$ cat src/rtl/ctt_pkg.sv
// Shared token codes, character codes and the token record for the text tokenizer.
package ctt_pkg;

	localparam int TokWidth = 16;

	// Token type codes
	localparam logic [3:0] TT_END     = 4'd0;
	localparam logic [3:0] TT_LPAREN  = 4'd1;
	localparam logic [3:0] TT_RPAREN  = 4'd2;
	localparam logic [3:0] TT_COLON   = 4'd3;
	localparam logic [3:0] TT_SEMI    = 4'd4;
	localparam logic [3:0] TT_STAR    = 4'd5;
	localparam logic [3:0] TT_LBRACK  = 4'd6;
	localparam logic [3:0] TT_RBRACK  = 4'd7;
	localparam logic [3:0] TT_LBRACE  = 4'd8;
	localparam logic [3:0] TT_RBRACE  = 4'd9;
	localparam logic [3:0] TT_HASH    = 4'd10;
	localparam logic [3:0] TT_STRING  = 4'd11;
	localparam logic [3:0] TT_IDENT   = 4'd12;
	localparam logic [3:0] TT_UNKNOWN = 4'd13;

	// Character codes
	localparam logic [7:0] CH_NUL    = 8'h00;
	localparam logic [7:0] CH_TAB    = 8'h09;
	localparam logic [7:0] CH_LF     = 8'h0A;
	localparam logic [7:0] CH_VT     = 8'h0B;
	localparam logic [7:0] CH_FF     = 8'h0C;
	localparam logic [7:0] CH_CR     = 8'h0D;
	localparam logic [7:0] CH_SPACE  = 8'h20;
	localparam logic [7:0] CH_QUOTE  = 8'h22;
	localparam logic [7:0] CH_HASH   = 8'h23;
	localparam logic [7:0] CH_LPAREN = 8'h28;
	localparam logic [7:0] CH_RPAREN = 8'h29;
	localparam logic [7:0] CH_STAR   = 8'h2A;
	localparam logic [7:0] CH_SLASH  = 8'h2F;
	localparam logic [7:0] CH_COLON  = 8'h3A;
	localparam logic [7:0] CH_SEMI   = 8'h3B;
	localparam logic [7:0] CH_LBRACK = 8'h5B;
	localparam logic [7:0] CH_BSLASH = 8'h5C;
	localparam logic [7:0] CH_RBRACK = 8'h5D;
	localparam logic [7:0] CH_UNDER  = 8'h5F;
	localparam logic [7:0] CH_LBRACE = 8'h7B;
	localparam logic [7:0] CH_RBRACE = 8'h7D;

	typedef struct packed {
		logic [3:0]          ttype;
		logic [TokWidth-1:0] offset;
		logic [TokWidth-1:0] length;
		logic                last;
	} token_t;

endpackage

$ cat src/rtl/ctt_lexer.sv
// Mode machine of the tokenizer: takes one byte per beat and yields up to two tokens.
module ctt_lexer #(
	parameter int OFFSET_BITS = 16
) (
	input  logic               clk,
	input  logic               arst_n,
	input  logic               fire,
	input  logic [7:0]         char_in,
	output ctt_pkg::token_t    tok0,
	output ctt_pkg::token_t    tok1,
	output logic [1:0]         tok_count
);

	typedef enum logic [2:0] {
		M_IDLE, M_SLASH, M_LINE, M_BLOCK, M_BLOCK_STAR, M_STRING, M_STRING_ESC, M_IDENT
	} mode_t;

	localparam logic [OFFSET_BITS-1:0] PosMax = '1;
	localparam logic [OFFSET_BITS-1:0] LenOne = OFFSET_BITS'(1);

	mode_t                  mode_q, mode_d;
	logic [OFFSET_BITS-1:0] pos_q, pos_d;
	logic [OFFSET_BITS-1:0] start_q, start_d;

	logic [OFFSET_BITS-1:0] pos_inc, span;
	logic                   is_space, is_alpha, is_tail;

	// Idle-byte handling, always computed and used where a mode falls back to idle
	mode_t                  idle_mode;
	logic                   idle_set_start;
	logic [OFFSET_BITS-1:0] idle_start;
	logic                   idle_emit, idle_end;
	logic [3:0]             idle_type;

	logic                   use_idle;
	logic                   pre_emit;
	logic [3:0]             pre_type;
	logic [OFFSET_BITS-1:0] pre_off, pre_len;
	ctt_pkg::token_t        pre_tok, idle_tok;

	function automatic logic [ctt_pkg::TokWidth-1:0] clamp(input logic [OFFSET_BITS-1:0] v);
		logic [31:0] w;
		w = 32'(v);
		return (w > 32'h0000_FFFF) ? '1 : w[ctt_pkg::TokWidth-1:0];
	endfunction

	always_comb begin
		pos_inc  = (pos_q == PosMax) ? pos_q : pos_q + LenOne;
		span     = (pos_q >= start_q) ? pos_q - start_q : '0;
		is_space = char_in == ctt_pkg::CH_SPACE || char_in == ctt_pkg::CH_TAB
			|| char_in == ctt_pkg::CH_VT || char_in == ctt_pkg::CH_FF
			|| char_in == ctt_pkg::CH_LF || char_in == ctt_pkg::CH_CR;
		is_alpha = (char_in >= 8'h61 && char_in <= 8'h7A) || (char_in >= 8'h41 && char_in <= 8'h5A);
		is_tail  = is_alpha || (char_in >= 8'h30 && char_in <= 8'h39)
			|| char_in == ctt_pkg::CH_UNDER;
	end

	always_comb begin
		idle_mode      = M_IDLE;
		idle_set_start = 1'b0;
		idle_start     = pos_q;
		idle_emit      = 1'b0;
		idle_end       = 1'b0;
		idle_type      = ctt_pkg::TT_UNKNOWN;
		if (is_space) begin
			idle_emit = 1'b0;
		end else if (char_in == ctt_pkg::CH_NUL) begin
			idle_emit = 1'b1;
			idle_end  = 1'b1;
			idle_type = ctt_pkg::TT_END;
		end else if (char_in == ctt_pkg::CH_SLASH) begin
			idle_mode      = M_SLASH;
			idle_set_start = 1'b1;
		end else if (char_in == ctt_pkg::CH_QUOTE) begin
			idle_mode      = M_STRING;
			idle_set_start = 1'b1;
			idle_start     = pos_inc;
		end else if (is_alpha) begin
			idle_mode      = M_IDENT;
			idle_set_start = 1'b1;
		end else begin
			idle_emit = 1'b1;
			unique case (char_in)
				ctt_pkg::CH_LPAREN: idle_type = ctt_pkg::TT_LPAREN;
				ctt_pkg::CH_RPAREN: idle_type = ctt_pkg::TT_RPAREN;
				ctt_pkg::CH_COLON:  idle_type = ctt_pkg::TT_COLON;
				ctt_pkg::CH_SEMI:   idle_type = ctt_pkg::TT_SEMI;
				ctt_pkg::CH_STAR:   idle_type = ctt_pkg::TT_STAR;
				ctt_pkg::CH_LBRACK: idle_type = ctt_pkg::TT_LBRACK;
				ctt_pkg::CH_RBRACK: idle_type = ctt_pkg::TT_RBRACK;
				ctt_pkg::CH_LBRACE: idle_type = ctt_pkg::TT_LBRACE;
				ctt_pkg::CH_RBRACE: idle_type = ctt_pkg::TT_RBRACE;
				ctt_pkg::CH_HASH:   idle_type = ctt_pkg::TT_HASH;
				default:            idle_type = ctt_pkg::TT_UNKNOWN;
			endcase
		end
	end

	always_comb begin
		use_idle = 1'b0;
		pre_emit = 1'b0;
		pre_type = ctt_pkg::TT_STRING;
		pre_off  = start_q;
		pre_len  = span;
		mode_d   = mode_q;
		unique case (mode_q)
			M_IDENT: begin
				if (!is_tail) begin
					pre_emit = 1'b1;
					pre_type = ctt_pkg::TT_IDENT;
					use_idle = 1'b1;
				end
			end
			M_SLASH: begin
				if (char_in == ctt_pkg::CH_SLASH) begin
					mode_d = M_LINE;
				end else if (char_in == ctt_pkg::CH_STAR) begin
					mode_d = M_BLOCK;
				end else begin
					pre_emit = 1'b1;
					pre_type = ctt_pkg::TT_UNKNOWN;
					pre_len  = LenOne;
					use_idle = 1'b1;
				end
			end
			M_LINE: begin
				if (char_in == ctt_pkg::CH_NUL) use_idle = 1'b1;
				else if (char_in == ctt_pkg::CH_LF || char_in == ctt_pkg::CH_CR) mode_d = M_IDLE;
			end
			M_BLOCK: begin
				if (char_in == ctt_pkg::CH_NUL) use_idle = 1'b1;
				else if (char_in == ctt_pkg::CH_STAR) mode_d = M_BLOCK_STAR;
			end
			M_BLOCK_STAR: begin
				if (char_in == ctt_pkg::CH_NUL) use_idle = 1'b1;
				else if (char_in == ctt_pkg::CH_SLASH) mode_d = M_IDLE;
				else if (char_in != ctt_pkg::CH_STAR) mode_d = M_BLOCK;
			end
			M_STRING: begin
				if (char_in == ctt_pkg::CH_NUL) begin
					pre_emit = 1'b1;
					use_idle = 1'b1;
				end else if (char_in == ctt_pkg::CH_QUOTE) begin
					pre_emit = 1'b1;
					mode_d   = M_IDLE;
				end else if (char_in == ctt_pkg::CH_BSLASH) begin
					mode_d = M_STRING_ESC;
				end
			end
			M_STRING_ESC: begin
				if (char_in == ctt_pkg::CH_NUL) begin
					pre_emit = 1'b1;
					use_idle = 1'b1;
				end else begin
					mode_d = M_STRING;
				end
			end
			default: use_idle = 1'b1;
		endcase

		start_d = start_q;
		if (use_idle) begin
			mode_d = idle_mode;
			if (idle_set_start) start_d = idle_start;
		end

		// End of stream restarts the offset count
		if (use_idle && idle_end) begin
			mode_d = M_IDLE;
			pos_d  = '0;
		end else begin
			pos_d = pos_inc;
		end
	end

	always_comb begin
		pre_tok.ttype   = pre_type;
		pre_tok.offset  = clamp(pre_off);
		pre_tok.length  = clamp(pre_len);
		pre_tok.last    = !(use_idle && idle_emit);
		idle_tok.ttype  = idle_type;
		idle_tok.offset = clamp(pos_q);
		idle_tok.length = clamp(LenOne);
		idle_tok.last   = 1'b1;
		tok_count = 2'(pre_emit) + 2'(use_idle && idle_emit);
		tok0 = pre_emit ? pre_tok : idle_tok;
		tok1 = idle_tok;
	end

	always_ff @(posedge clk or negedge arst_n) begin
		if (!arst_n) begin
			mode_q  <= M_IDLE;
			pos_q   <= '0;
			start_q <= '0;
		end else if (fire) begin
			mode_q  <= mode_d;
			pos_q   <= pos_d;
			start_q <= start_d;
		end
	end

endmodule

$ cat src/rtl/ctt_token_fifo.sv
// Four-entry token queue that takes up to two tokens and gives one per beat.
module ctt_token_fifo (
	input  logic            clk,
	input  logic            arst_n,
	input  logic [1:0]      push_count,
	input  ctt_pkg::token_t push0,
	input  ctt_pkg::token_t push1,
	output logic            has_room,
	output logic            pop_valid,
	input  logic            pop_ready,
	output ctt_pkg::token_t head
);

	localparam int Depth = 4;

	ctt_pkg::token_t                 mem_q [Depth];
	logic [$clog2(Depth)-1:0]        wr_q, rd_q;
	logic [$clog2(Depth):0]          count_q;
	logic                            pop;

	assign pop_valid = count_q != '0;
	assign pop       = pop_valid && pop_ready;
	assign has_room  = count_q <= ($clog2(Depth)+1)'(Depth - 2);
	assign head      = mem_q[rd_q];

	always_ff @(posedge clk) begin
		if (push_count != 2'd0) mem_q[wr_q] <= push0;
		if (push_count == 2'd2) mem_q[wr_q + 1'b1] <= push1;
	end

	always_ff @(posedge clk or negedge arst_n) begin
		if (!arst_n) begin
			wr_q    <= '0;
			rd_q    <= '0;
			count_q <= '0;
		end else begin
			wr_q    <= wr_q + $clog2(Depth)'(push_count);
			rd_q    <= rd_q + $clog2(Depth)'(pop);
			count_q <= count_q + ($clog2(Depth)+1)'(push_count) - ($clog2(Depth)+1)'(pop);
		end
	end

endmodule

$ cat src/rtl/c_like_text_tokenizer_unit.sv
// Top level of the C-like text tokenizer: byte channel in, token channel out.
//
// Usage:
//   Byte channel (char_valid/char_ready, char_in) carries one text byte per
//   beat; a zero byte marks end of stream and restarts offsets at 0.
//   Token channel (token_valid/token_ready) carries one token per beat:
//   token_type, token_offset, token_length and last_of_run, which flags the
//   final token caused by a given byte. A byte causes zero, one or two tokens
//   (an identifier, lone slash or string closed by the next byte comes first).
//   Tokens are written into the token queue at their byte beat, in order.
//   Throughput: one byte per cycle while the token side keeps up; the byte
//   side is held off only when the four-entry token queue could not take two
//   more tokens, so the queue sets the limit when bytes yield two tokens.
//   Reset: arst_n clears the mode machine (idle between tokens), the byte
//   offset and the queue; no token is pending after reset.
//   Stall: when token_ready is low the head token holds, the queue fills and
//   char_ready drops once two free slots are no longer guaranteed.
//   Offsets and lengths saturate at 2^OFFSET_BITS-1 and are clamped to 16 bits.
module c_like_text_tokenizer_unit #(
	parameter int OFFSET_BITS = 16
) (
	input  logic        clk,
	input  logic        arst_n,
	input  logic        char_valid,
	output logic        char_ready,
	input  logic [7:0]  char_in,
	output logic        token_valid,
	input  logic        token_ready,
	output logic [3:0]  token_type,
	output logic [15:0] token_offset,
	output logic [15:0] token_length,
	output logic        last_of_run
);

	logic            fire;
	logic            has_room;
	logic [1:0]      tok_count;
	logic [1:0]      push_count;
	ctt_pkg::token_t tok0, tok1, head;

	// Accept a byte only when the queue can take the worst case of two tokens
	assign char_ready = has_room;
	assign fire       = char_valid && char_ready;
	assign push_count = fire ? tok_count : 2'd0;

	ctt_lexer #(
		.OFFSET_BITS(OFFSET_BITS)
	) u_lexer (
		.clk       (clk),
		.arst_n    (arst_n),
		.fire      (fire),
		.char_in   (char_in),
		.tok0      (tok0),
		.tok1      (tok1),
		.tok_count (tok_count)
	);

	ctt_token_fifo u_fifo (
		.clk        (clk),
		.arst_n     (arst_n),
		.push_count (push_count),
		.push0      (tok0),
		.push1      (tok1),
		.has_room   (has_room),
		.pop_valid  (token_valid),
		.pop_ready  (token_ready),
		.head       (head)
	);

	// Drive the token beat from the queue head
	assign token_type   = head.ttype;
	assign token_offset = head.offset;
	assign token_length = head.length;
	assign last_of_run  = head.last;

endmodule
$ cat config.mk
export PLATFORM = sky130hd
export DESIGN_NAME = c_like_text_tokenizer_unit
export DESIGN_NICKNAME = d
export VERILOG_FILES = /design/src/rtl/ctt_pkg.sv /design/src/rtl/ctt_lexer.sv /design/src/rtl/ctt_token_fifo.sv /design/src/rtl/c_like_text_tokenizer_unit.sv
export SDC_FILE = /design/constraint.sdc
export NUM_CORES = 1
export LEC_CHECK = 0
export BUFFER_PORTS_ARGS = -buffer_cell sky130_fd_sc_hd__buf_2
export CORE_ASPECT_RATIO = 1.1
export CORE_MARGIN = 1
export CORE_UTILIZATION = 55
export CTS_CLUSTER_SIZE = 12
export DETAILED_ROUTE_END_ITERATION = 6
export PLACE_DENSITY = 0.76
export SETUP_SLACK_MARGIN = 0.4
export SKIP_CTS_REPAIR_TIMING = 1
export SYNTH_ARGS = -nofsm -noshare
export SYNTH_HDL_FRONTEND = slang
export SYNTH_SLANG_ARGS = --single-unit
$ cat constraint.sdc
create_clock -name clk -period 8.3 [get_ports clk]
set_clock_uncertainty 0.1 [all_clocks]
set_input_delay 0.83 -clock clk [delete_from_list [all_inputs] [get_ports clk]]
set_output_delay 0.83 -clock clk [all_outputs]
set_load 0.02 [all_outputs]
After elaboration in Yosys (flattened, before gate mapping)
Memory sizes are Yosys's and may differ from the RTL's.
Index checks and enable logic that the tools add are counted.
Operators by class
  $add $sub $neg: 8
  magnitude comparators: 8
  equal/unequal tests: 40
  mux-type cells: 66
  reduce and logical (&&, ||, !) cells: 24
Operator list (number)
  16-bit two-way mux: 10
  8-bit by 6-bit equality test with 1-bit output (second input constant): 9
  3-bit two-way mux: 22
  8-bit by 7-bit equality test with 1-bit output (second input constant): 6
  8-bit by 4-bit equality test with 1-bit output (second input constant): 5
  4-bit case mux with 10 select lines: 1
  37-bit two-way mux: 1
  4-bit two-way mux: 6
  1-bit two-way mux: 21
  4-bit by 3-bit != test with 1-bit output (second input constant): 5
  3-bit case mux with 6 select lines: 1
  16-bit by 1-bit adder with 16-bit output (second input constant): 1
  16-bit equality test (second input constant): 1
  16-bit >= comparator: 1
  8-bit by 7-bit >= comparator with 1-bit output (second input constant): 2
  8-bit by 7-bit <= comparator with 1-bit output (second input constant): 2
  16-bit subtractor: 1
  5-bit by 1-bit != test with 1-bit output (second input constant): 3
  3-bit equality test (second input constant): 4
  12-bit AND reduction: 1
  1-bit logical OR: 9
  8-bit by 6-bit >= comparator with 1-bit output (second input constant): 1
  8-bit by 6-bit <= comparator with 1-bit output (second input constant): 1
  8-bit logical NOT: 1
  23 further kinds: 31
Word-level totals
  bits in registers: 42
  RAM bits: 148
  bits of input ports: 12
  output and inout port bits: 39
  logic and storage cells: 153
  memories kept: 1
Memories
  u_fifo.mem_q: words 4, bits a word 37, read ports 1, clocked after memory_dff 0, write ports 2, RTL line ctt_token_fifo.sv:16  | ctt_pkg::token_t mem_q [Depth];

Longest topological paths before layout
  depth in word-level cells: 14
  mapped depth: 15
  mapped depth without buffers: 12

Modules after synthesis
A second synthesis with hierarchy kept.
Unflattened totals
  cells, all modules: 923
  area, all modules: 11647.4 µm²
By module, submodules not included
  ctt_token_fifo: times used 1, cells each 399, area an instance 7877.6 µm², sequential area each 4619.4 µm²
  ctt_lexer: times used 1, cells each 521, area an instance 3751.1 µm², sequential area each 875.8 µm²
  c_like_text_tokenizer_unit: times used 1, cells each 3, area an instance 18.8 µm², sequential area each 0.0 µm²

Worst setup path before layout
No wires, ideal clock.
  kind: input -> register
  from: input char_in[7]
  to: memory u_fifo.mem_q[3][17] (netlist bit) (enable)
  setup time: 0.376 ns
  arrival: 3.576 ns
  setup slack: 4.248 ns
  cell stages on the path: 13
  path through: buf_2 -> nor3_2 -> nand3_2 -> a221oi_2 -> a211oi_4 -> nor4_1 -> ha_1 -> clkbuf_1 -> nor2b_1 -> a21oi_1 -> nor2_1 -> nand2_1 -> inv_1
RTL lines
  start, declared: RTL line c_like_text_tokenizer_unit.sv:26  | input logic [7:0] char_in,
  end, declared: RTL line ctt_token_fifo.sv:16

==> flow_summary.json <==
{
  "netlist_area_um2": 10600,
  "ys_types": 84,
  "cts_max_level": 4,
  "grt_pass1_wl_um": 42300,
  "dieArea_um2": 19700,
  "async_flop_share": 0.221,
  "gp_congestion": 0.888,
  "die-width_um": 134,
  "max_freq_mhz": 208,
  "fin_util": 0.617,
  "clkTransAtPathRegs_ns": 0.07,
  "fin_tns_setup_ns": 0,
  "die_h_um": 147,
  "cp.arrival_ns": 4.76,
  "slew_viol_final": 0,
  "ir_drop_uv": 214,
  "synth_edf_count": 80,
  "period_share": 0.579,
  "critPathMaxStageDelay_ns": 0.95,
  "synthTopCellsByCount": "80 x edfxtp_1, 69 x nand2_1, 68 x dfxtp_1, 66 x a22o_1, 52 x nor2_1",
  "wire_per_inst_um": 21.6,
  "drc_errors": 0,
  "grt_remaining_overflow": 0,
  "hold_start": "u_fifo.mem_q[1][16]$_SDFFE_PP0N_",
  "cts-root-buf": "clkbuf_16",
  "viasPerCell": 6.69,
  "drtAntennaViolNets": 0,
  "required_ns": 8.26,
  "timing.critical_path.from": "char_in[2]",
  "cts.sinks": 190,
  "hp-class": "reg2reg",
  "port_buffers": 50,
  "register_area_um2": 4820,
  "crit_slowest_cell": "inv_1",
  "p_leak_uw": 0.00425,
  "critical_path.cell_chain": "buf_2 > nor3_4 > nand3_2 > a221oi_2 > a211oi_4 > nor4_1 > ha_1 > nor2b_1 > a21oi_1 > nor2_1 > nand2_1 > inv_1",
  "regToRegSetupSlack_ns": 3.71,
  "initial_utilization": 0.567,
  "cts_buffer_depth": 2,
  "drt-total-wl_um": 26600,
  "yosysMostFrequentCell": "edfxtp_1",
  "antenna_found_initial": 0,
  "ys_ff_latch": 190,
  "path_max_fanout": 21,
  "multi_input_area_um2": 5260,
  "drive_gt1_frac": 0.159,
  "tightest_slew_ns": 1.28,
  "cp-end-kind": "flop",
  "synthCells": 971,
  "drtIter0Drc": 709,
  "start_kind": "input port",
  "r2r-start": "u_lexer.mode_q[0]$_DFFE_PN0P_",
  "nets": 1013,
  "cts_buffers": 17,
  "clk_latency_ns": 0.44,
  "cts_tree": "built",
  "antennaDiodeCount": 0,
  "maxCapViolations": 0,
  "area_growth_pct": 8.71,
  "status": "finished clean",
  "crit_type": "in2reg",
  "dp_hpwl_um": 17900,
  "synth_top_area_share": 0.228,
  "firstDrtPassIters": 5,
  "power_uw": 3570,
  "fill_cells": 1551,
  "cp_num_buf_inv": 2,
  "io_pins": 51,
  "powerDensity_nw_per_um2": 312,
  "ys_warn_count": 0,
  "grt_pass1_vias": 7883,
  "yosys.area.top_type": "edfxtp_1",
  "max-slew-margin-rel": 0.145,
  "fp.coreArea_um2": 18600,
  "via_count": 8242,
  "synth.top_cells.by_area": "edfxtp_1 23%, dfxtp_1 13%, dfrtp_1 10%, mux4_2 7.9%, a22o_1 5.5%",
  "num_rows": 52,
  "fin_crit_ns": 4.80,
  "rsz0062_at_grt": "false",
  "ys_seq_area_frac": 0.456,
  "grt_max_degree": 49,
  "synth_area_per_cell_um2": 10.9,
  "hold_violations": 0,
  "track_usage": 0.279,
  "ys.flop_type": "edfxtp_1",
  "finalSetupViolations": 0,
  "syn_nets": 1008,
  "cp_top_family": "simple AND/OR/NAND/NOR gates"
}
## worst paths after layout
| path | to | cells after the start |
|---|---|---|
| worst min register to register | u_fifo.mem_q[1][16]$_SDFFE_PP0N_ | 2 |
| worst min-delay path | u_fifo.mem_q[1][16]$_SDFFE_PP0N_ | 2 |
| max in group asynchronous | u_fifo.rd_q[1]$_DFF_PN0_ | 1 |
| worst max-delay path | u_fifo.mem_q[1][28]$_DFFE_PP_ | 12 |
| min in group asynchronous | u_fifo.wr_q[0]$_DFF_PN0_ | 1 |
| worst max register to register | u_fifo.mem_q[1][28]$_DFFE_PP_ | 11 |
## state kept, by name, summed over array words and instances (netlist names)
register	count
u_fifo.mem_q	148
u_lexer.pos_q	16
u_lexer.pre_off	16
u_fifo.count_q	3
u_lexer.mode_q	3
u_fifo.rd_q	2
u_fifo.wr_q	2
## report_power, final
group          switching, µW  leakage (µW)  internal (µW)
sequential               199       0.00180           1120
combinational            889       0.00214            532
clock                    371      0.000309            467
total                   1460       0.00425           2120
## kinds of logic after synthesis
group,after synthesis,share of synthesized area
buf+inv,114,0.0458
flops,190,0.456
compound gates,310,0.226
fa+ha+maj,25,0.0311
simple gates,250,0.121
xor+xnor,25,0.0207
mux,57,0.0988
## routing by layer
| layer | vias to the layer above | part of all wire | GRT usage |
|---|---|---|---|
| met5 | - | 0 | 0 |
| li1 | 3807 | - | - |
| met4 | 0 | 0.034 | 0.124 |
| met3 | 49 | 0.067 | 0.0418 |
| met2 | 331 | 0.49 | 0.462 |
| met1 | 4055 | 0.41 | 0.361 |
## tightest hold or removal path: cells and delay by family, from the launching register on
kind | cells | cell delay (ns)
flip-flops | 1 | 0.33
AND/OR/NAND/NOR | 1 | 0.04
AO/OA/AOI/OAI | 1 | 0.05
## stage by stage
stage | cell area (µm²) | setup WS (ns) | hold slack, ns | cells
final | 11500 | 3.50 | 0.360 | 1232
after global routing | 11500 | 3.09 | 0.383 | 1232
after CTS | 11500 | 3.53 | 0.358 | 1232
after detailed placement | 10900 | 3.11 | 0.343 | 1200
after global placement | 10900 | 3.25 | 0.330 | 1200
after floorplan | 10600 | 4.25 | 0.314 | 971
## cell type report
class	count	area share
clock buffers	21	0.0431
clock inverters	11	0.0103
inverters	39	0.0128
multi-input cells	667	0.459
flip-flops and latches	190	0.420
well taps	243	0.0265
repair buffers	61	0.0290
## cells in the final DEF, fill, tap and decap left out, types with 8 or more instances in the layout
master / count
clkbuf_16: 19
o21ai_0: 46
a21oi_1: 45
and3_1: 15
a31oi_1: 8
nand2_1: 69
nor3_1: 16
a22o_1: 66
xor2_1: 11
nor2_1: 52
inv_1: 39
xnor2_1: 14
dfrtp_1: 40
o31ai_1: 11
ha_1: 23
buf_4: 11
mux2i_1: 13
buf_2: 50
o22ai_1: 14
a32o_1: 49
dfxtp_1: 68
nand3_1: 30
nand4_1: 10
mux4_2: 37
nor2b_1: 10
edfxtp_1: 80
(Power assumes the default switching activity.)
